===== src/rtl/core/itp_pkg.sv =====
// Package for the infix to postfix converter: token codes, operator codes,
// error codes, controller states and the command and status structs.
// Depends on nothing; the datapath, controller, top and testbench import it.
package itp_pkg;

    localparam int ITP_STACK_DEPTH = 32;

    localparam logic [7:0] SYM_PLUS   = 8'h2B;
    localparam logic [7:0] SYM_MINUS  = 8'h2D;
    localparam logic [7:0] SYM_STAR   = 8'h2A;
    localparam logic [7:0] SYM_SLASH  = 8'h2F;
    localparam logic [7:0] SYM_CARET  = 8'h5E;
    localparam logic [7:0] SYM_LPAREN = 8'h28;
    localparam logic [7:0] SYM_RPAREN = 8'h29;
    localparam logic [7:0] SYM_NONE   = 8'h00;

    typedef logic [2:0] op_code_t;

    localparam op_code_t OP_ADD    = 3'd0;
    localparam op_code_t OP_SUB    = 3'd1;
    localparam op_code_t OP_MUL    = 3'd2;
    localparam op_code_t OP_DIV    = 3'd3;
    localparam op_code_t OP_POW    = 3'd4;
    localparam op_code_t OP_LPAREN = 3'd5;

    typedef logic [1:0] err_code_t;

    localparam err_code_t ERR_NONE     = 2'd0;
    localparam err_code_t ERR_OVERFLOW = 2'd1;
    localparam err_code_t ERR_PAREN    = 2'd2;

    typedef enum logic [1:0] {
        CLS_OPERAND,
        CLS_OPERATOR,
        CLS_LPAREN,
        CLS_RPAREN
    } tok_class_t;

    typedef enum logic [2:0] {
        ST_IDLE,
        ST_READ,
        ST_EVAL,
        ST_PUSH,
        ST_CHECK,
        ST_FINISH
    } itp_state_t;

    typedef struct packed {
        logic      latch_in;
        logic      rd_issue;
        logic      pop;
        logic      push;
        logic      emit_en;
        logic      emit_top;
        err_code_t set_err;
        logic      set_flush;
        logic      finish;
    } itp_cmd_t;

    typedef struct packed {
        tok_class_t cls;
        logic       last;
        logic       flushing;
        logic       empty;
        logic       top_lparen;
        logic       top_ge;
        logic       can_emit;
        logic       pend_valid;
        logic       out_free;
    } itp_status_t;

    function automatic tok_class_t sym_class(input logic [7:0] sym);
        tok_class_t cls;
        unique case (sym)
            SYM_PLUS, SYM_MINUS, SYM_STAR, SYM_SLASH, SYM_CARET: cls = CLS_OPERATOR;
            SYM_LPAREN: cls = CLS_LPAREN;
            SYM_RPAREN: cls = CLS_RPAREN;
            default:    cls = CLS_OPERAND;
        endcase
        return cls;
    endfunction

    function automatic op_code_t sym_code(input logic [7:0] sym);
        op_code_t code;
        unique case (sym)
            SYM_PLUS:  code = OP_ADD;
            SYM_MINUS: code = OP_SUB;
            SYM_STAR:  code = OP_MUL;
            SYM_SLASH: code = OP_DIV;
            SYM_CARET: code = OP_POW;
            default:   code = OP_LPAREN;
        endcase
        return code;
    endfunction

    function automatic logic [7:0] code_ascii(input op_code_t code);
        logic [7:0] sym;
        unique case (code)
            OP_ADD:  sym = SYM_PLUS;
            OP_SUB:  sym = SYM_MINUS;
            OP_MUL:  sym = SYM_STAR;
            OP_DIV:  sym = SYM_SLASH;
            OP_POW:  sym = SYM_CARET;
            default: sym = SYM_LPAREN;
        endcase
        return sym;
    endfunction

    function automatic logic [1:0] code_prec(input op_code_t code);
        logic [1:0] prec;
        unique case (code)
            OP_ADD, OP_SUB: prec = 2'd1;
            OP_MUL, OP_DIV: prec = 2'd2;
            OP_POW:         prec = 2'd3;
            default:        prec = 2'd0;
        endcase
        return prec;
    endfunction

endpackage


===== src/rtl/core/itp_ifs.sv =====
// Valid/ready channel interfaces of the infix to postfix converter:
// the token input channel and the postfix result channel.
// Depends on nothing.
interface itp_in_if;
    logic       valid;
    logic       ready;
    logic [7:0] symbol;
    logic       expr_last;

    modport source (output valid, output symbol, output expr_last, input ready);
    modport sink (input valid, input symbol, input expr_last, output ready);
endinterface

interface itp_out_if;
    logic       valid;
    logic       ready;
    logic [7:0] out_symbol;
    logic       run_last;
    logic       expr_end;
    logic [1:0] error;

    modport source (output valid, output out_symbol, output run_last, output expr_end,
                    output error, input ready);
    modport sink (input valid, input out_symbol, input run_last, input expr_end,
                  input error, output ready);
endinterface


===== src/rtl/core/itp_datapath.sv =====
// Datapath of the infix to postfix converter: token register, operator stack
// memory, stack count, error flag, pending result and output register.
// Depends on itp_pkg and itp_out_if.
module itp_datapath
    import itp_pkg::*;
#(
    parameter int STACK_DEPTH = ITP_STACK_DEPTH
)
(
    input  logic            clk,
    input  logic            rst_n,
    input  logic [7:0]      symbol,
    input  logic            expr_last,
    input  itp_cmd_t        cmd,
    output itp_status_t     status,
    itp_out_if.source       postfix
);

    localparam int AW = (STACK_DEPTH > 1) ? $clog2(STACK_DEPTH) : 1;
    localparam int CW = $clog2(STACK_DEPTH + 1);

    op_code_t       stack_mem [STACK_DEPTH];
    op_code_t       rd_data_reg;

    logic [7:0]     sym_reg;
    logic           last_reg;
    logic           flushing_reg;
    logic           flushing_next;
    logic [CW-1:0]  count_reg;
    logic [CW-1:0]  count_next;
    err_code_t      err_reg;
    err_code_t      err_next;

    logic           pend_valid_reg;
    logic           pend_valid_next;
    logic [7:0]     pend_sym_reg;
    logic [7:0]     pend_sym_next;
    err_code_t      pend_err_reg;
    err_code_t      pend_err_next;

    logic           out_valid_reg;
    logic           out_valid_next;
    logic [7:0]     out_sym_reg;
    logic [7:0]     out_sym_next;
    logic           out_run_reg;
    logic           out_run_next;
    logic           out_end_reg;
    logic           out_end_next;
    err_code_t      out_err_reg;
    err_code_t      out_err_next;

    logic           full;
    logic           empty;
    logic           out_free;
    logic           load_out;
    logic [CW-1:0]  count_dec;
    logic [AW-1:0]  rd_idx;
    logic [AW-1:0]  wr_idx;
    op_code_t       push_code;
    err_code_t      err_req;

    assign full      = (count_reg == CW'(STACK_DEPTH));
    assign empty     = (count_reg == '0);
    assign count_dec = count_reg - CW'(1);
    assign rd_idx    = count_dec[AW-1:0];
    assign wr_idx    = count_reg[AW-1:0];
    assign push_code = (sym_class(sym_reg) == CLS_LPAREN) ? OP_LPAREN : sym_code(sym_reg);
    assign out_free  = !out_valid_reg || postfix.ready;
    assign load_out  = (cmd.emit_en && pend_valid_reg)
                     || (cmd.finish && (pend_valid_reg || last_reg));

    assign status.cls        = sym_class(sym_reg);
    assign status.last       = last_reg;
    assign status.flushing   = flushing_reg;
    assign status.empty      = empty;
    assign status.top_lparen = (rd_data_reg >= OP_LPAREN);
    assign status.top_ge     = (code_prec(rd_data_reg) >= code_prec(sym_code(sym_reg)));
    assign status.can_emit   = !pend_valid_reg || out_free;
    assign status.pend_valid = pend_valid_reg;
    assign status.out_free   = out_free;

    assign postfix.valid      = out_valid_reg;
    assign postfix.out_symbol = out_sym_reg;
    assign postfix.run_last   = out_run_reg;
    assign postfix.expr_end   = out_end_reg;
    assign postfix.error      = out_err_reg;

    always_ff @(posedge clk)
    begin
        if (cmd.push && !full)
        begin
            stack_mem[wr_idx] <= push_code;
        end
        if (cmd.rd_issue)
        begin
            rd_data_reg <= stack_mem[rd_idx];
        end
        if (cmd.latch_in)
        begin
            sym_reg  <= symbol;
            last_reg <= expr_last;
        end
        pend_sym_reg <= pend_sym_next;
        pend_err_reg <= pend_err_next;
        out_sym_reg  <= out_sym_next;
        out_run_reg  <= out_run_next;
        out_end_reg  <= out_end_next;
        out_err_reg  <= out_err_next;
    end

    always_comb
    begin
        err_req = cmd.set_err;
        if (cmd.push && full)
        begin
            err_req = ERR_OVERFLOW;
        end

        if (cmd.finish && last_reg)
        begin
            err_next = ERR_NONE;
        end
        else if (err_reg == ERR_NONE)
        begin
            err_next = err_req;
        end
        else
        begin
            err_next = err_reg;
        end

        if (cmd.finish && last_reg)
        begin
            count_next = '0;
        end
        else if (cmd.pop)
        begin
            count_next = count_dec;
        end
        else if (cmd.push && !full)
        begin
            count_next = count_reg + CW'(1);
        end
        else
        begin
            count_next = count_reg;
        end

        if (cmd.latch_in || cmd.finish)
        begin
            flushing_next = 1'b0;
        end
        else if (cmd.set_flush)
        begin
            flushing_next = 1'b1;
        end
        else
        begin
            flushing_next = flushing_reg;
        end

        pend_valid_next = pend_valid_reg;
        pend_sym_next   = pend_sym_reg;
        pend_err_next   = pend_err_reg;
        if (cmd.emit_en)
        begin
            pend_valid_next = 1'b1;
            pend_sym_next   = cmd.emit_top ? code_ascii(rd_data_reg) : sym_reg;
            pend_err_next   = err_reg;
        end
        else if (cmd.finish)
        begin
            pend_valid_next = 1'b0;
        end

        out_sym_next = out_sym_reg;
        out_run_next = out_run_reg;
        out_end_next = out_end_reg;
        out_err_next = out_err_reg;
        if (load_out)
        begin
            if (cmd.finish)
            begin
                out_sym_next = pend_valid_reg ? pend_sym_reg : SYM_NONE;
                out_run_next = 1'b1;
                out_end_next = last_reg;
                out_err_next = last_reg ? err_reg : pend_err_reg;
            end
            else
            begin
                out_sym_next = pend_sym_reg;
                out_run_next = 1'b0;
                out_end_next = 1'b0;
                out_err_next = pend_err_reg;
            end
        end

        if (load_out)
        begin
            out_valid_next = 1'b1;
        end
        else if (postfix.ready)
        begin
            out_valid_next = 1'b0;
        end
        else
        begin
            out_valid_next = out_valid_reg;
        end
    end

    always_ff @(posedge clk or negedge rst_n)
    begin
        if (!rst_n)
        begin
            count_reg      <= '0;
            err_reg        <= ERR_NONE;
            flushing_reg   <= 1'b0;
            pend_valid_reg <= 1'b0;
            out_valid_reg  <= 1'b0;
        end
        else
        begin
            count_reg      <= count_next;
            err_reg        <= err_next;
            flushing_reg   <= flushing_next;
            pend_valid_reg <= pend_valid_next;
            out_valid_reg  <= out_valid_next;
        end
    end

    a_count_bound: assert property (@(posedge clk) disable iff (!rst_n)
        count_reg <= CW'(STACK_DEPTH))
        else $error("Stack count exceeds the stack depth.");

    a_push_grows: assert property (@(posedge clk) disable iff (!rst_n)
        cmd.push && !full |=> count_reg == $past(count_reg) + CW'(1))
        else $error("A push into a stack with room did not raise the count.");

    a_end_clears: assert property (@(posedge clk) disable iff (!rst_n)
        cmd.finish && last_reg |=> count_reg == '0 && err_reg == ERR_NONE)
        else $error("End of expression did not clear the stack and error flag.");

    a_pend_empty_at_start: assert property (@(posedge clk) disable iff (!rst_n)
        cmd.latch_in |-> !pend_valid_reg)
        else $error("A new token was taken while a result was still pending.");

    a_no_lost_beat: assert property (@(posedge clk) disable iff (!rst_n)
        load_out |-> out_free)
        else $error("The output register was overwritten before its beat was taken.");

endmodule


===== src/rtl/core/itp_controller.sv =====
// Controller of the infix to postfix converter: state machine that sequences
// token decode, stack walks, pushes, the final flush and result release.
// Depends on itp_pkg.
module itp_controller
    import itp_pkg::*;
(
    input  logic        clk,
    input  logic        rst_n,
    input  logic        in_valid,
    input  itp_status_t status,
    output logic        in_ready,
    output itp_cmd_t    cmd
);

    itp_state_t state_reg;
    itp_state_t state_next;

    always_ff @(posedge clk or negedge rst_n)
    begin
        if (!rst_n)
        begin
            state_reg <= ST_IDLE;
        end
        else
        begin
            state_reg <= state_next;
        end
    end

    always_comb
    begin
        state_next = state_reg;
        in_ready   = 1'b0;
        cmd        = '0;

        unique case (state_reg)
            ST_IDLE:
            begin
                in_ready = 1'b1;
                if (in_valid)
                begin
                    cmd.latch_in = 1'b1;
                    state_next   = ST_READ;
                end
            end

            ST_READ:
            begin
                if (status.flushing)
                begin
                    if (status.empty)
                    begin
                        state_next = ST_FINISH;
                    end
                    else
                    begin
                        cmd.rd_issue = 1'b1;
                        state_next   = ST_EVAL;
                    end
                end
                else
                begin
                    unique case (status.cls)
                        CLS_OPERAND:
                        begin
                            if (status.can_emit)
                            begin
                                cmd.emit_en = 1'b1;
                                state_next  = ST_CHECK;
                            end
                        end
                        CLS_LPAREN:
                        begin
                            state_next = ST_PUSH;
                        end
                        CLS_OPERATOR:
                        begin
                            if (status.empty)
                            begin
                                state_next = ST_PUSH;
                            end
                            else
                            begin
                                cmd.rd_issue = 1'b1;
                                state_next   = ST_EVAL;
                            end
                        end
                        CLS_RPAREN:
                        begin
                            if (status.empty)
                            begin
                                cmd.set_err = ERR_PAREN;
                                state_next  = ST_CHECK;
                            end
                            else
                            begin
                                cmd.rd_issue = 1'b1;
                                state_next   = ST_EVAL;
                            end
                        end
                        default:
                        begin
                            state_next = ST_CHECK;
                        end
                    endcase
                end
            end

            ST_EVAL:
            begin
                if (status.flushing)
                begin
                    if (status.top_lparen)
                    begin
                        cmd.pop     = 1'b1;
                        cmd.set_err = ERR_PAREN;
                        state_next  = ST_READ;
                    end
                    else if (status.can_emit)
                    begin
                        cmd.pop      = 1'b1;
                        cmd.emit_en  = 1'b1;
                        cmd.emit_top = 1'b1;
                        state_next   = ST_READ;
                    end
                end
                else if (status.cls == CLS_RPAREN)
                begin
                    if (status.top_lparen)
                    begin
                        cmd.pop    = 1'b1;
                        state_next = ST_CHECK;
                    end
                    else if (status.can_emit)
                    begin
                        cmd.pop      = 1'b1;
                        cmd.emit_en  = 1'b1;
                        cmd.emit_top = 1'b1;
                        state_next   = ST_READ;
                    end
                end
                else
                begin
                    if (status.top_lparen || !status.top_ge)
                    begin
                        state_next = ST_PUSH;
                    end
                    else if (status.can_emit)
                    begin
                        cmd.pop      = 1'b1;
                        cmd.emit_en  = 1'b1;
                        cmd.emit_top = 1'b1;
                        state_next   = ST_READ;
                    end
                end
            end

            ST_PUSH:
            begin
                cmd.push   = 1'b1;
                state_next = ST_CHECK;
            end

            ST_CHECK:
            begin
                if (status.last)
                begin
                    cmd.set_flush = 1'b1;
                    state_next    = ST_READ;
                end
                else
                begin
                    state_next = ST_FINISH;
                end
            end

            ST_FINISH:
            begin
                if (status.out_free || !(status.pend_valid || status.last))
                begin
                    cmd.finish = 1'b1;
                    state_next = ST_IDLE;
                end
            end

            default:
            begin
                state_next = ST_IDLE;
            end
        endcase
    end

    a_ready_only_idle: assert property (@(posedge clk) disable iff (!rst_n)
        in_valid && in_ready |=> state_reg == ST_READ)
        else $error("An accepted token did not start a stack walk.");

    a_finish_returns: assert property (@(posedge clk) disable iff (!rst_n)
        cmd.finish |=> state_reg == ST_IDLE)
        else $error("Token completion did not return to idle.");

    a_one_stack_op: assert property (@(posedge clk) disable iff (!rst_n)
        !(cmd.push && cmd.pop))
        else $error("Push and pop were issued in the same cycle.");

endmodule


===== src/rtl/core/infix_to_postfix_converter_top.sv =====
// Top level of the infix to postfix converter (shunting yard).
// Depends on itp_pkg, itp_ifs, itp_controller and itp_datapath.
//
// Usage: infix tokens arrive one ASCII character per beat on the token
// channel, with expr_last set on the final token of an expression. The
// postfix channel delivers the output tokens, each beat carrying run_last
// on the last result of its token, expr_end on the final result of the
// expression, and the error code (overflow or unmatched parenthesis).
// A final token that yields nothing still delivers one beat with symbol 0.
// Acceptance: the token channel is ready only while idle. Each operator
// popped takes a registered stack read, then a judgment; a walk ending on
// an entry left unpopped or a matching '(' also ends with a read and a
// judgment, a push takes a state of its own, and a final token starts the
// flush, then pops each entry with a read and a judgment. Output path: a
// result is held back until the next one (or the end of the token) is known,
// so it waits in the pending result before it enters the output register.
// Reset clears the stack count, the error flag and all valid flags; the
// stack memory itself is not cleared. When the receiver stalls, the output
// register and the pending result fill and the stack walk waits in place;
// no new token is accepted until its last result is in the output register.
module infix_to_postfix_converter_top
    import itp_pkg::*;
#(
    parameter int STACK_DEPTH = ITP_STACK_DEPTH
)
(
    input  logic      clk,
    input  logic      rst_n,
    itp_in_if.sink    token,
    itp_out_if.source postfix
);

    itp_cmd_t    cmd;
    itp_status_t status;
    logic        in_ready;

    assign token.ready = in_ready;

    itp_controller u_ctrl (
        .clk      (clk),
        .rst_n    (rst_n),
        .in_valid (token.valid),
        .status   (status),
        .in_ready (in_ready),
        .cmd      (cmd)
    );

    itp_datapath #(
        .STACK_DEPTH (STACK_DEPTH)
    ) u_dp (
        .clk       (clk),
        .rst_n     (rst_n),
        .symbol    (token.symbol),
        .expr_last (token.expr_last),
        .cmd       (cmd),
        .status    (status),
        .postfix   (postfix)
    );

endmodule


===== src/flat_wrapper.sv =====
// flat-port wrapper written by rule: the top's interface ports become plain ports
module infix_to_postfix_converter_top_flat import itp_pkg::*;
#(
    parameter int STACK_DEPTH = ITP_STACK_DEPTH
)
  (clk, rst_n, token_valid, token_symbol, token_expr_last, token_ready, postfix_valid, postfix_out_symbol, postfix_run_last, postfix_expr_end, postfix_error, postfix_ready);
  itp_in_if token_i ();
  itp_out_if postfix_i ();
  input  logic clk;
  input  logic rst_n;
  input wire logic [$bits(token_i.valid)-1:0] token_valid;
  input wire logic [$bits(token_i.symbol)-1:0] token_symbol;
  input wire logic [$bits(token_i.expr_last)-1:0] token_expr_last;
  output wire logic [$bits(token_i.ready)-1:0] token_ready;
  output wire logic [$bits(postfix_i.valid)-1:0] postfix_valid;
  output wire logic [$bits(postfix_i.out_symbol)-1:0] postfix_out_symbol;
  output wire logic [$bits(postfix_i.run_last)-1:0] postfix_run_last;
  output wire logic [$bits(postfix_i.expr_end)-1:0] postfix_expr_end;
  output wire logic [$bits(postfix_i.error)-1:0] postfix_error;
  input wire logic [$bits(postfix_i.ready)-1:0] postfix_ready;
  assign token_i.valid = token_valid;
  assign token_i.symbol = token_symbol;
  assign token_i.expr_last = token_expr_last;
  assign token_ready = token_i.ready;
  assign postfix_valid = postfix_i.valid;
  assign postfix_out_symbol = postfix_i.out_symbol;
  assign postfix_run_last = postfix_i.run_last;
  assign postfix_expr_end = postfix_i.expr_end;
  assign postfix_error = postfix_i.error;
  assign postfix_i.ready = postfix_ready;
  infix_to_postfix_converter_top #(.STACK_DEPTH(STACK_DEPTH)) u_core (.clk(clk), .rst_n(rst_n), .token(token_i), .postfix(postfix_i));
endmodule

===== config.mk =====
export PLATFORM = sky130hd
export DESIGN_NAME = infix_to_postfix_converter_top_flat
export DESIGN_NICKNAME = d
export VERILOG_FILES = /design/src/rtl/core/itp_pkg.sv /design/src/rtl/core/itp_ifs.sv /design/src/rtl/core/itp_datapath.sv /design/src/rtl/core/itp_controller.sv /design/src/rtl/core/infix_to_postfix_converter_top.sv /design/src/flat_wrapper.sv
export SDC_FILE = /design/constraint.sdc
export NUM_CORES = 1
export LEC_CHECK = 0
export BUFFER_PORTS_ARGS = -buffer_cell sky130_fd_sc_hd__buf_2
export CAP_MARGIN = 20
export CORE_ASPECT_RATIO = 1.1
export CORE_UTILIZATION = 30
export DETAILED_ROUTE_END_ITERATION = 16
export GPL_TIMING_DRIVEN = 1
export SKIP_CTS_REPAIR_TIMING = 1
export SLEW_MARGIN = 25
export SYNTH_ARGS = -nofsm -noshare
export SYNTH_HDL_FRONTEND = slang
export SYNTH_SLANG_ARGS = --single-unit

===== constraint.sdc =====
create_clock -name clk -period 7.51 [get_ports clk]
set_clock_uncertainty 0.15 [all_clocks]
set_input_delay 1.8775 -clock clk [delete_from_list [all_inputs] [get_ports clk]]
set_output_delay 1.8775 -clock clk [all_outputs]
set_load 0.05 [all_outputs]

# After elaboration in Yosys (flattened, before gate mapping)
# Memory sizes are Yosys's and may differ from the RTL's. A register that Yosys moved wholly into a read port is not among the register bits.
# Index checks and enable logic that the tools add are counted.
dict set report classes {
  mux 75
  n_addsub 2
  n_reduce_logical 35
  order_cmp 2
  bitwise_logic 0
  eq_ne 27
  shifts 0
  n_div 0
  multipliers 0
}
# op count
set ops {}
lappend ops {{$eq 8x6->1 const B} 6}
lappend ops {{$mux 3} 14}
lappend ops {{$pmux 7 s5} 1}
lappend ops {{$mux 1} 31}
lappend ops {{$mux 2} 15}
lappend ops {{$mux 8} 3}
lappend ops {{$eq 3x2->1 const B} 6}
lappend ops {{$mux 6} 3}
lappend ops {{$pmux 2 s3} 3}
lappend ops {{$pmux 3 s6} 1}
lappend ops {{$pmux 3 s5} 1}
lappend ops {{$eq 3x3->1 const B} 4}
lappend ops {{$pmux 3 s4} 1}
lappend ops {{$reduce_or 2->1} 5}
lappend ops {{$eq 3x1->1 const B} 3}
lappend ops {{$logic_not 3->1} 3}
lappend ops {{$eq 8x7->1 const B} 1}
lappend ops {{$reduce_bool 2->1} 4}
lappend ops {{$logic_or 1x1->1} 7}
lappend ops {{$add 6x1->6 const B} 1}
lappend ops {{$eq 6x6->1 const B} 1}
lappend ops {{$logic_not 6->1} 1}
lappend ops {{$sub 6x1->6 const B} 1}
lappend ops {{$logic_and 1x1->1} 5}
lappend ops {{13 further kinds} 20}
dict set report word_totals {
  ff_bits 45
  ramBits 96
  wordCells 156
  n_memories 1
  romBits 0
  input_bits 13
  latchBits 0
}
# memory depth width rd rd_clocked_by_memory_dff wr line_no
set memory_table {}
lappend memory_table {u_core.u_dp.stack_mem 32 3 1 1 1 itp_datapath.sv:22} ;# op_code_t stack_mem [STACK_DEPTH];

# Logic depth before layout (Yosys ltp)
# Gate-level depths: netlist of the first run.
dict set report depth {
  word_depth 15
  depth_mapped 11
  mapped_depth_nobuf 9
}

# Hierarchy
# Synthesis of the first run repeated with hierarchy kept, for this count alone.
dict set report unflattened {
  cells_unflattened 438
  hier_area_um2 6497.5
}
# module seq_area_each_um2 instances cells_each area_per_inst_um2
set modules_own_cells {}
lappend modules_own_cells {itp_datapath 4179.0 1 382 6079.6}
lappend modules_own_cells {itp_controller 75.1 1 56 417.9}

# Worst setup path before layout of the first run
# Ideal clock, no wire load.
dict set report synth_path {
  kind {input port to flip-flop}
  from {input postfix_ready}
  to {register u_core.u_dp.out_err_reg[0] (netlist: u_core.u_dp.postfix.error[0]) (enable)}
  cell_stages 5
  setup_slack_ns 3.898
  required_time_ns 6.978
  setup_time_ns 0.382
  arrival_ns 3.080
  cell_sequence {nand3b_1 nand3_1 o21bai_2 o211a_1 o21ai_1}
}
dict set report synth_between {
  elab_chain_len 9
  elab_cells_between_ends 17
  classes_between {mux (11); reduce/logical (6)}
}
# item line_no
set synth_rtl {}
lappend synth_rtl {{start: declaration} flat_wrapper.sv:20} ;# input wire logic [$bits(postfix_i.ready)-1:0] postfix_ready;
lappend synth_rtl {{$logic_or 1x1->1 *} itp_datapath.sv:68} ;# assign out_free = !out_valid_reg || postfix.ready;
lappend synth_rtl {{$logic_or 1x1->1} itp_datapath.sv:78} ;# assign status.can_emit = !pend_valid_reg || out_free;
lappend synth_rtl {{$mux 2} {itp_controller.sv:119, itp_controller.sv:134, itp_controller.sv:148}}
lappend synth_rtl {{$mux 2, on equally long branches} {itp_controller.sv:144, itp_controller.sv:113, itp_controller.sv:129}}
lappend synth_rtl {{$mux 2} itp_controller.sv:127} ;# else if (status.cls == CLS_RPAREN)
lappend synth_rtl {{$mux 2} itp_controller.sv:111} ;# if (status.flushing)
lappend synth_rtl {{$pmux 1 s2} itp_controller.sv:36} ;# unique case (state_reg)
lappend synth_rtl {{$logic_and 1x1->1} itp_datapath.sv:69} ;# assign load_out = (cmd.emit_en && pend_valid_reg)
lappend synth_rtl {{$logic_or 1x1->1 *} itp_datapath.sv:70} ;# || (cmd.finish && (pend_valid_reg || last_reg));
lappend synth_rtl {{via u_core.u_dp.load_out} itp_datapath.sv:55} ;# logic load_out;
lappend synth_rtl {{end signal: assignment} itp_datapath.sv:108} ;# out_err_reg <= out_err_next;
lappend synth_rtl {{end: declaration} itp_datapath.sv:49} ;# err_code_t out_err_reg;
# Mark *: on every way through the listed nets, which the timed path passes. The rest lies on a longest branch.
# A chain may end at the register's enable or synchronous reset.

# Worst setup path in the final report of the first run
dict set report layout_path {
  from {register u_core.u_ctrl.state_reg[0]}
  to {output token_ready}
}
dict set report layout_between {
  elab_chain_len 2
}
# item line_no
set layout_rtl {}
lappend layout_rtl {{start: declaration} itp_controller.sv:15} ;# itp_state_t state_reg;
lappend layout_rtl {{start signal: assignment} itp_controller.sv:26} ;# state_reg <= state_next;
lappend layout_rtl {{$logic_not 3->1} itp_controller.sv:36}
lappend layout_rtl {{$mux 1} itp_controller.sv:36}
lappend layout_rtl {{end: declaration} flat_wrapper.sv:14} ;# output wire logic [$bits(token_i.ready)-1:0] token_ready;
# No other way between the ends.

==> results of run 1 <==
==> per-layer routing <==
layer	part of all wire	global-route usage
met1	0.43	0.147
met2	0.52	0.226
met3	0.033	0.0329
met4	0.019	0.0548
met5	0	0
==> cell type report <==
cell class | count | area (sq um) | area share
Clock inverter | 13 | 155 | 0.0205
Tap cell | 290 | 363 | 0.0480
Clock buffer | 18 | 429 | 0.0568
Multi-Input combinational cell | 286 | 2170 | 0.287
Timing Repair Buffer | 28 | 145 | 0.0192
Sequential cell | 144 | 4250 | 0.563
Inverter | 11 | 41.3 | 0.00547
==> cell usage after synthesis, drive strengths merged, types with 3 or more instances <==
library cell	instances
nand3	15
nand2	51
nor3b	4
xnor2	7
edfxtp	130
nand3b	7
inv	11
a21o	3
dfrtp	14
nor2	50
buf	13
and2	5
clkbuf	7
a31oi	3
a211oi	6
nor2b	12
mux4	24
or2	4
nand2b	7
a32oi	5
o21ai	8
nor3	4
ha	6
mux2i	6
a21oi	13
and3	6
xor2	3
==> power groups by stage <==
stage               clock, mW  combinational, mW  sequential, mW
floorplan                   0              0.725            1.21
global placement            0              0.994            1.15
detailed placement          0               1.00            1.15
CTS                     0.845               1.01            1.14
global route            0.874               1.09            1.16
finish                  0.830              0.997            1.14
==> worst min path at each step <==
stage | from | endpoint | slack [ns] | depth (start not counted)
4_1_cts | u_core.u_dp.err_reg[0] | u_core.u_dp.pend_err_reg[0] | 0.31 | 0
5_1_grt | u_core.u_dp.err_reg[0] | u_core.u_dp.pend_err_reg[0] | 0.34 | 0
6_report | u_core.u_dp.err_reg[0] | u_core.u_dp.pend_err_reg[0] | 0.31 | 0
3_5_place_dp | u_core.u_dp.err_reg[0] | u_core.u_dp.pend_err_reg[0] | 0.30 | 0
2_1_floorplan | u_core.u_dp.err_reg[0] | u_core.u_dp.pend_err_reg[0] | 0.27 | 0
3_3_place_gp | u_core.u_dp.err_reg[0] | u_core.u_dp.pend_err_reg[0] | 0.28 | 0
==> cells by family (layout without fill, tap and decap cells) <==
| logic type | after synthesis | in the layout | share of synthesized area |
|---|---|---|---|
| compound gates | 58 | 58 | 0.0637 |
| xor+xnor | 10 | 10 | 0.0145 |
| fa+ha+maj | 6 | 6 | 0.0115 |
| buf+inv | 31 | 70 | 0.0218 |
| flops | 144 | 144 | 0.649 |
| mux | 32 | 32 | 0.0950 |
| simple gates | 180 | 180 | 0.145 |
==> per-stage QoR <==
stage          setup slack [ns]   util
3_5_place_dp               3.49  0.326
3_3_place_gp               3.57  0.326
5_1_grt                    3.75  0.353
2_1_floorplan              3.90      -
6_report                   3.81  0.353
4_1_cts                    3.78  0.353
==> layout by cell type, fill, tap and decap left out, drive strengths merged, types with 5 or more instances in the layout <==
| cell type | netlist | layout |
|---|---|---|
| and3 | 6 | 6 |
| o21ai | 8 | 8 |
| a32oi | 5 | 5 |
| nand3b | 7 | 7 |
| nor2b | 12 | 12 |
| mux2i | 6 | 6 |
| and2 | 5 | 5 |
| inv | 11 | 16 |
| nand2 | 51 | 51 |
| buf | 13 | 28 |
| dfrtp | 14 | 14 |
| edfxtp | 130 | 130 |
| nor2 | 50 | 50 |
| mux4 | 24 | 24 |
| a211oi | 6 | 6 |
| nand2b | 7 | 7 |
| a21oi | 13 | 13 |
| xnor2 | 7 | 7 |
| ha | 6 | 6 |
| nand3 | 15 | 15 |
| clkbuf | 7 | 18 |
==> flow_summary.yaml, run 1 <==
grt:
  grt-ovfl-total: 0
  grt_max_degree: 33
  grt_usage: 0.128
  antenna_found_initial: 0
  grt_pass1_wl_um: 21300
  first_global_vias: 3939
timing:
  max_freq_mhz: 271
  setup_viol: 0
  tightest_slew_ns: 0.932
  hold-worst-slack_ns: 0.308
  rsz0062_at_grt: "false"
  maxSlewHeadroom: 0.378
  fin_crit_sh: 0.492
  fin_crit_ns: 3.70
  hold_viol_final: 0
  setup-tns-final_ns: 0
  maxSlewViolCount: 0
pwr:
  pwr-share-comb: 0.336
  p_seq_frac: 0.384
  p_switching_mw: 1.07
  powerDensity_mw_per_mm2: 393
  ir_drop_mv: 0.170
  p_int_mw: 1.89
  total_power_mw: 2.97
  clockPowerShare: 0.280
  leakagePower_nw: 2.58
  swShare: 0.361
layout:
  max_flop_register: "u_core.u_dp.stack_mem"
  fillerInstances: 2043
  nets: 507
  largest_reg_flops: 96
  instances_no_fill: 790
  drive_gt1_frac: 0.200
  area_delta_synth_final_pct: 15.2
  design_area_sq_mm: 0.00755
  n_antenna_cell: 0
floorplan:
  die_h_um: 157
  num_rows: 56
  core_sq_mm: 0.0214
  dieArea_sq_mm: 0.0224
  start_util: 0.307
  io_pins: 27
  fp.dieW_um: 143
logic_synthesis:
  yosysWarnings: 0
  ys_seq_elements: 144
  synthDistinctLibCells: 63
  ys.flop_type: "edfxtp_1"
  synth-seq-area-share: 0.649
  syn_inst: 461
  synth_edf_count: 130
  mappedNetlistArea_sq_mm: 0.00656
  synthArstFlopShare: 0.0972
  yosys-top-cells-area: "edfxtp_1 60%, mux4_2 8.2%, dfrtp_1 5.3%, nand2_1 2.9%, nor2_1 2.8%"
  syn_nets: 480
  yosysTopAreaCell: "edfxtp_1"
  netlist.area_leader.share: 0.595
  avgSynthCellArea_sq_um: 14.2
setup_path:
  cp.required_ns: 5.48
  critPathMaxFanout: 9
  cp-end-kind: "primary output"
  start_kind: "flop"
  cp_cell_sequence: "or2_2, nor2_1, buf_2"
  ff2ff_path_depth: 8
  crit_buf_inv: 1
  endpoint: "token_ready"
  cp_slowest_cell: "dfrtp_1"
  arrival_ns: 1.67
  critPathKind: "flop to primary output"
  slowest_delay_ns: 0.47
  r2r_end: "u_core.u_dp.postfix.out_symbol[7]"
  crit_cells: 3
  path_delay_family: "simple AND/OR/NAND/NOR gates"
  rrSetupSlack_ns: 4.09
  regToRegStartpoint: "u_core.u_dp.sym_reg[6]"
  crit_start: "u_core.u_ctrl.state_reg[0]"
clock_network:
  cts_max_level: 4
  clock_latency_ns: 0.42
  cts_buffer_depth: 2
  clkSlewWorstSetupHoldPaths_ns: 0.06
  cts_sinks: 144
  cts_tree: "done"
  cts_buffers: 17
  root_buffer: "clkbuf_16"
flow_run:
  drv_cap: 0
placement:
  numPortBuffers: 26
  placed_cell_area_sq_mm: 0.00696
  gp_congestion: 0.824
  hpwl_um: 8820
  dp_cells: 759
min_path:
  hp-class: "flop to flop"
detailed_routing:
  vias: 3778
  dr.pass1.iters: 5
  drtIter0Drc: 230
  routedWlPerCell_um: 16.6
  ant_nets: 0
  drc: 0
  viasPerCell: 4.78
  drt-total-wl_um: 13100
outcome:
  status: "completed"
Power figures use the tool's default switching activity.
==> run 2, diff against run 1 <==
- clock period: 7.51 -> 3.8 ns (I/O delays scaled with it)
==> flow_summary.yaml, run 2 (same netlist as run 1, synthesis figures left out) <==
detailed_routing:
  viasPerCell: 4.80
  ant_nets: 0
  drc: 0
  dr.pass1.iters: 4
  vias: 3816
  routedWlPerCell_um: 17.1
  drt-total-wl_um: 13600
  drtIter0Drc: 369
timing:
  fin_crit_sh: 0.891
  tightest_slew_ns: 0.990
  hold_viol_final: 0
  setup_viol: 0
  fin_crit_ns: 3.39
  max_freq_mhz: 295
  hold-worst-slack_ns: 0.276
  maxSlewHeadroom: 0.336
  maxSlewViolCount: 0
  setup-tns-final_ns: 0
  rsz0062_at_grt: "false"
layout:
  final_util: 0.356
  max_flop_register: "u_core.u_dp.stack_mem"
  drive_gt1_frac: 0.204
  design_area_sq_mm: 0.00762
  area_delta_synth_final_pct: 16.2
  nets: 511
  n_antenna_cell: 0
  final_common_cell: "edfxtp_1"
  largest_reg_flops: 96
  final_cell_mix: "130 x edfxtp_1, 50 x nand2_1, 49 x nor2_1"
placement:
  numPortBuffers: 26
  placed_cell_area_sq_mm: 0.00699
  hpwl_um: 9320
  gp_congestion: 0.833
floorplan:
  io_pins: 27
  core_sq_mm: 0.0214
  fp.dieW_um: 143
  dieArea_sq_mm: 0.0224
  num_rows: 56
  die_h_um: 157
  start_util: 0.307
outcome:
  status: "completed"
flow_run:
  drv_cap: 0
setup_path:
  rrSetupSlack_ns: 0.41
  cp.required_ns: 3.69
  slowest_delay_ns: 0.76
  crit_buf_inv: 0
  critPathMaxFanout: 12
  cp_slowest_cell: "o21ai_1"
  crit_cells: 8
  critPathKind: "flop to flop"
  ff2ff_path_depth: 8
  arrival_ns: 3.27
  regToRegStartpoint: "u_core.u_dp.sym_reg[6]"
  crit_start: "u_core.u_dp.sym_reg[6]"
  path_delay_family: "compound AO/OA/AOI/OAI gates"
  cp_cell_sequence: "nor3b_1, a22oi_1, nand2b_1, ha_1, a211o_1, o21bai_2, o211a_1, o21ai_1"
  start_kind: "flop"
  r2r_end: "u_core.u_dp.postfix.out_symbol[6]"
  cp-end-kind: "flop"
pwr:
  total_power_mw: 5.98
  powerDensity_mw_per_mm2: 785
  ir_drop_mv: 0.319
  leakagePower_nw: 2.63
clock_network:
  cts_buffer_depth: 2
  cts_sinks: 144
  clkSlewWorstSetupHoldPaths_ns: 0.06
  cts_max_level: 4
  cts_tree: "done"
  cts_buffers: 17
  clock_latency_ns: 0.43
  root_buffer: "clkbuf_16"
grt:
  grt_usage: 0.132
  grt_max_degree: 34
  grt_pass1_wl_um: 21800
  first_global_vias: 4134
  antenna_found_initial: 0
  grt-ovfl-total: 0
min_path:
  hp-class: "input pin to async pin"
==> run 2: cell types whose count changed in the layout (fill, tap and decap cells not counted) <==
cell / change
and3_2: -1
buf_4: +4
clkbuf_1: -1
and3_1: +1
clkinvlp_4: -1
clkinv_4: -1
ha_1: +1
ha_2: -1
inv_8: +2
bufinv_16: +1
clkinv_1: +1
==> run 2: per-layer routing <==
layer | share of wire | routed length [um] | track usage
met4 | 0.015 | 207 | 0.0451
met2 | 0.53 | 7150 | 0.235
met3 | 0.042 | 566 | 0.0319
met5 | 0 | 0 | 0
met1 | 0.42 | 5660 | 0.153
==> run 2: where the power goes <==
group          switching (mW)  leakage [nW]  total, mW  internal (mW)
Combinational            1.23         0.925       1.98          0.754
Sequential              0.233          1.40       2.26           2.02
Clock                   0.689         0.298       1.74           1.05
==> run 2: per-stage QoR <==
stage,cells,worst slack (ns)
global placement,763,0.489
global route,795,0.189
finish,795,0.414
floorplan,461,0.837
detailed placement,763,0.405
CTS,795,0.396
==> run 2: layout make-up <==
type,instances,area (sq um)
tap,290,363
sequential,144,4250
inverter,11,41.3
multi-input combinational,286,2160
clock buffer,17,425
fill,2047,13800
clock inverter,15,195
timing repair buffer,32,175
==> run 2: how the worst max path moves through the flow <==
stage                     slack [ns]                                end
final                           0.41  u_core.u_dp.postfix.out_symbol[6]
after global routing            0.19  u_core.u_dp.postfix.out_symbol[6]
after CTS                       0.40  u_core.u_dp.postfix.out_symbol[5]
after detailed placement        0.40  u_core.u_dp.postfix.out_symbol[5]
after global placement          0.49  u_core.u_dp.postfix.out_symbol[3]
after floorplan                 0.84       u_core.u_dp.postfix.error[0]
==> run 3, diff against run 2 <==
- SYNTH_HIERARCHICAL: unset -> 1
- clock period: 3.8 -> 3.45 ns (I/O delays scaled with it)
==> flow_summary.yaml, run 3 <==
outcome:
  status: "completed"
floorplan:
  io_pins: 27
  die_h_um: 156
  num_rows: 56
  fp.dieW_um: 142
  core_sq_mm: 0.0213
  dieArea_sq_mm: 0.0223
  start_util: 0.305
placement:
  hpwl_um: 8370
  numPortBuffers: 26
  gp_congestion: 0.870
clock_network:
  root_buffer: "clkbuf_16"
  clock_latency_ns: 0.42
  clkSlewWorstSetupHoldPaths_ns: 0.06
  cts_tree: "done"
  cts_buffers: 17
  cts_sinks: 144
  cts_buffer_depth: 2
  cts_max_level: 4
logic_synthesis:
  syn_nets: 457
  synthArstFlopShare: 0.0972
  synth_commonest_cells: "130 x edfxtp_1, 48 x nor2_1, 24 x mux4_2"
  synthDistinctLibCells: 63
  mappedNetlistArea_sq_mm: 0.00650
  synth-seq-area-share: 0.655
  ys_seq_elements: 144
  yosys-top-cells-area: "edfxtp_1 60%, mux4_2 8.3%, dfrtp_1 5.4%, nor2_1 2.8%, mux2i_1 2.2%"
  yosysMostFrequentCell: "edfxtp_1"
  yosysWarnings: 6
  synth_edf_count: 130
  netlist.area_leader.share: 0.601
  avgSynthCellArea_sq_um: 14.8
  yosysTopAreaCell: "edfxtp_1"
  ys.flop_type: "edfxtp_1"
  syn_inst: 438
grt:
  grt_pass1_wl_um: 19500
  first_global_vias: 3759
  grt-ovfl-total: 0
  antenna_found_initial: 0
  grt_max_degree: 34
  grt_usage: 0.120
layout:
  final_common_cell: "edfxtp_1"
  largest_reg_flops: 96
  drive_gt1_frac: 0.234
  nets: 486
  max_flop_register: "u_core/u_dp/stack_mem"
  n_antenna_cell: 0
  area_delta_synth_final_pct: 16.2
  final_cell_mix: "130 x edfxtp_1, 47 x nor2_1, 26 x buf_2"
detailed_routing:
  drtIter0Drc: 190
  vias: 3627
  drc: 0
  dr.pass1.iters: 5
  viasPerCell: 4.72
  routedWlPerCell_um: 16.1
  drt-total-wl_um: 12400
  ant_nets: 0
setup_path:
  critPathKind: "flop to flop"
  arrival_ns: 3.33
  critPathMaxFanout: 9
  start_kind: "flop"
  cp-end-kind: "flop"
  cp.required_ns: 3.59
  rrSetupSlack_ns: 0.26
timing:
  hold_viol_final: 0
  rsz0062_at_grt: "false"
  fin_crit_sh: 0.926
  fin_crit_ns: 3.19
  setup_viol: 0
  setup-tns-final_ns: 0
  max_freq_mhz: 313
  maxSlewHeadroom: 0.535
  maxSlewViolCount: 0
  tightest_slew_ns: 0.697
  hold-worst-slack_ns: 0.189
pwr:
  total_power_mw: 6.58
  leakagePower_nw: 2.67
  powerDensity_mw_per_mm2: 871
  ir_drop_mv: 0.322
min_path:
  hp-class: "input pin to async pin"
flow_run:
  drv_cap: 0
## run 3: cell count changes in the layout (fill, tap and decap cells not counted), moves of 7 or more
cell and change:
nor3_1 +13, mux2i_1 +8, buf_4 +7, a21oi_1 -9, and2_1 +7, nand2_1 -37
nand3_1 -8
## run 3: worst paths after layout
path / from / endpoint / depth (start not counted)
max in group asynchronous: rst_n / u_core/u_dp/count_reg[0] / 1
worst max-delay path: u_core/u_dp/sym_reg[7] / u_core/u_dp/count_reg[5] / 16
worst min register to register: u_core/u_dp/err_reg[0] / u_core/u_dp/pend_err_reg[0] / 0
min in group clk: u_core/u_dp/err_reg[0] / u_core/u_dp/pend_err_reg[0] / 0
worst max register to register: u_core/u_dp/sym_reg[7] / u_core/u_dp/count_reg[5] / 16
worst min-delay path: rst_n / u_core/u_dp/pend_valid_reg / 1
## run 3: through the flow
| step | setup WS (ns) | util | area (sq um) | std cells |
|---|---|---|---|---|
| 6_report | 0.256 | 0.354 | 7550 | 768 |
| 5_1_grt | 0.00913 | 0.354 | 7550 | 768 |
| 4_1_cts | 0.151 | 0.353 | 7520 | 768 |
| 3_5_place_dp | 0.177 | 0.325 | 6930 | 738 |
| 3_3_place_gp | 0.316 | 0.325 | 6930 | 738 |
| 2_1_floorplan | 0.0490 | - | 6500 | 438 |
## run 3: final cells by class
| type | instances | area, sq um |
|---|---|---|
| Clock buffer | 19 | 433 |
| Clock inverter | 11 | 166 |
| Fill cell | 2036 | 13800 |
| Inverter | 15 | 56.3 |
| Multi-Input combinational cell | 250 | 2050 |
| Sequential cell | 144 | 4260 |
| Tap cell | 290 | 363 |
| Timing Repair Buffer | 39 | 228 |
## run 3: metal layers
layer	up-vias	track usage	wire [um]
met1	1796	0.133	5070
met3	20	0.0300	505
met2	80	0.205	6480
met4	0	0.0758	312
li1	1731	-	-
met5	-	0	0
## run 3: logic make-up after synthesis
group	Yosys count	synth area share
flops	144	0.655
simple gates	137	0.111
compound gates	57	0.0647
buf+inv	44	0.0354
mux	41	0.110
xor+xnor	8	0.0119
fa+ha+maj	6	0.0116
other cells	1	0.000577
## run 3: power breakdown
| group | internal (mW) | switching (mW) |
|---|---|---|
| logic | 0.904 | 1.37 |
| registers | 2.23 | 0.206 |
| clock network | 1.20 | 0.663 |
## run 3: worst max-delay path, cell delays in order, from the launching register on
cell,delay [ns]
edfxtp_1,0.39
nor2b_2,0.18
and4_2,0.33
nand3_1,0.10
nand2_1,0.09
ha_1,0.23
nand2b_1,0.15
a21o_1,0.19
nor2b_1,0.13
o22ai_1,0.21
nor4_2,0.07
buf_4,0.18
nand4b_1,0.17
o2bb2ai_1,0.18
o21ai_0,0.12
xnor2_1,0.15
nor2_1,0.05
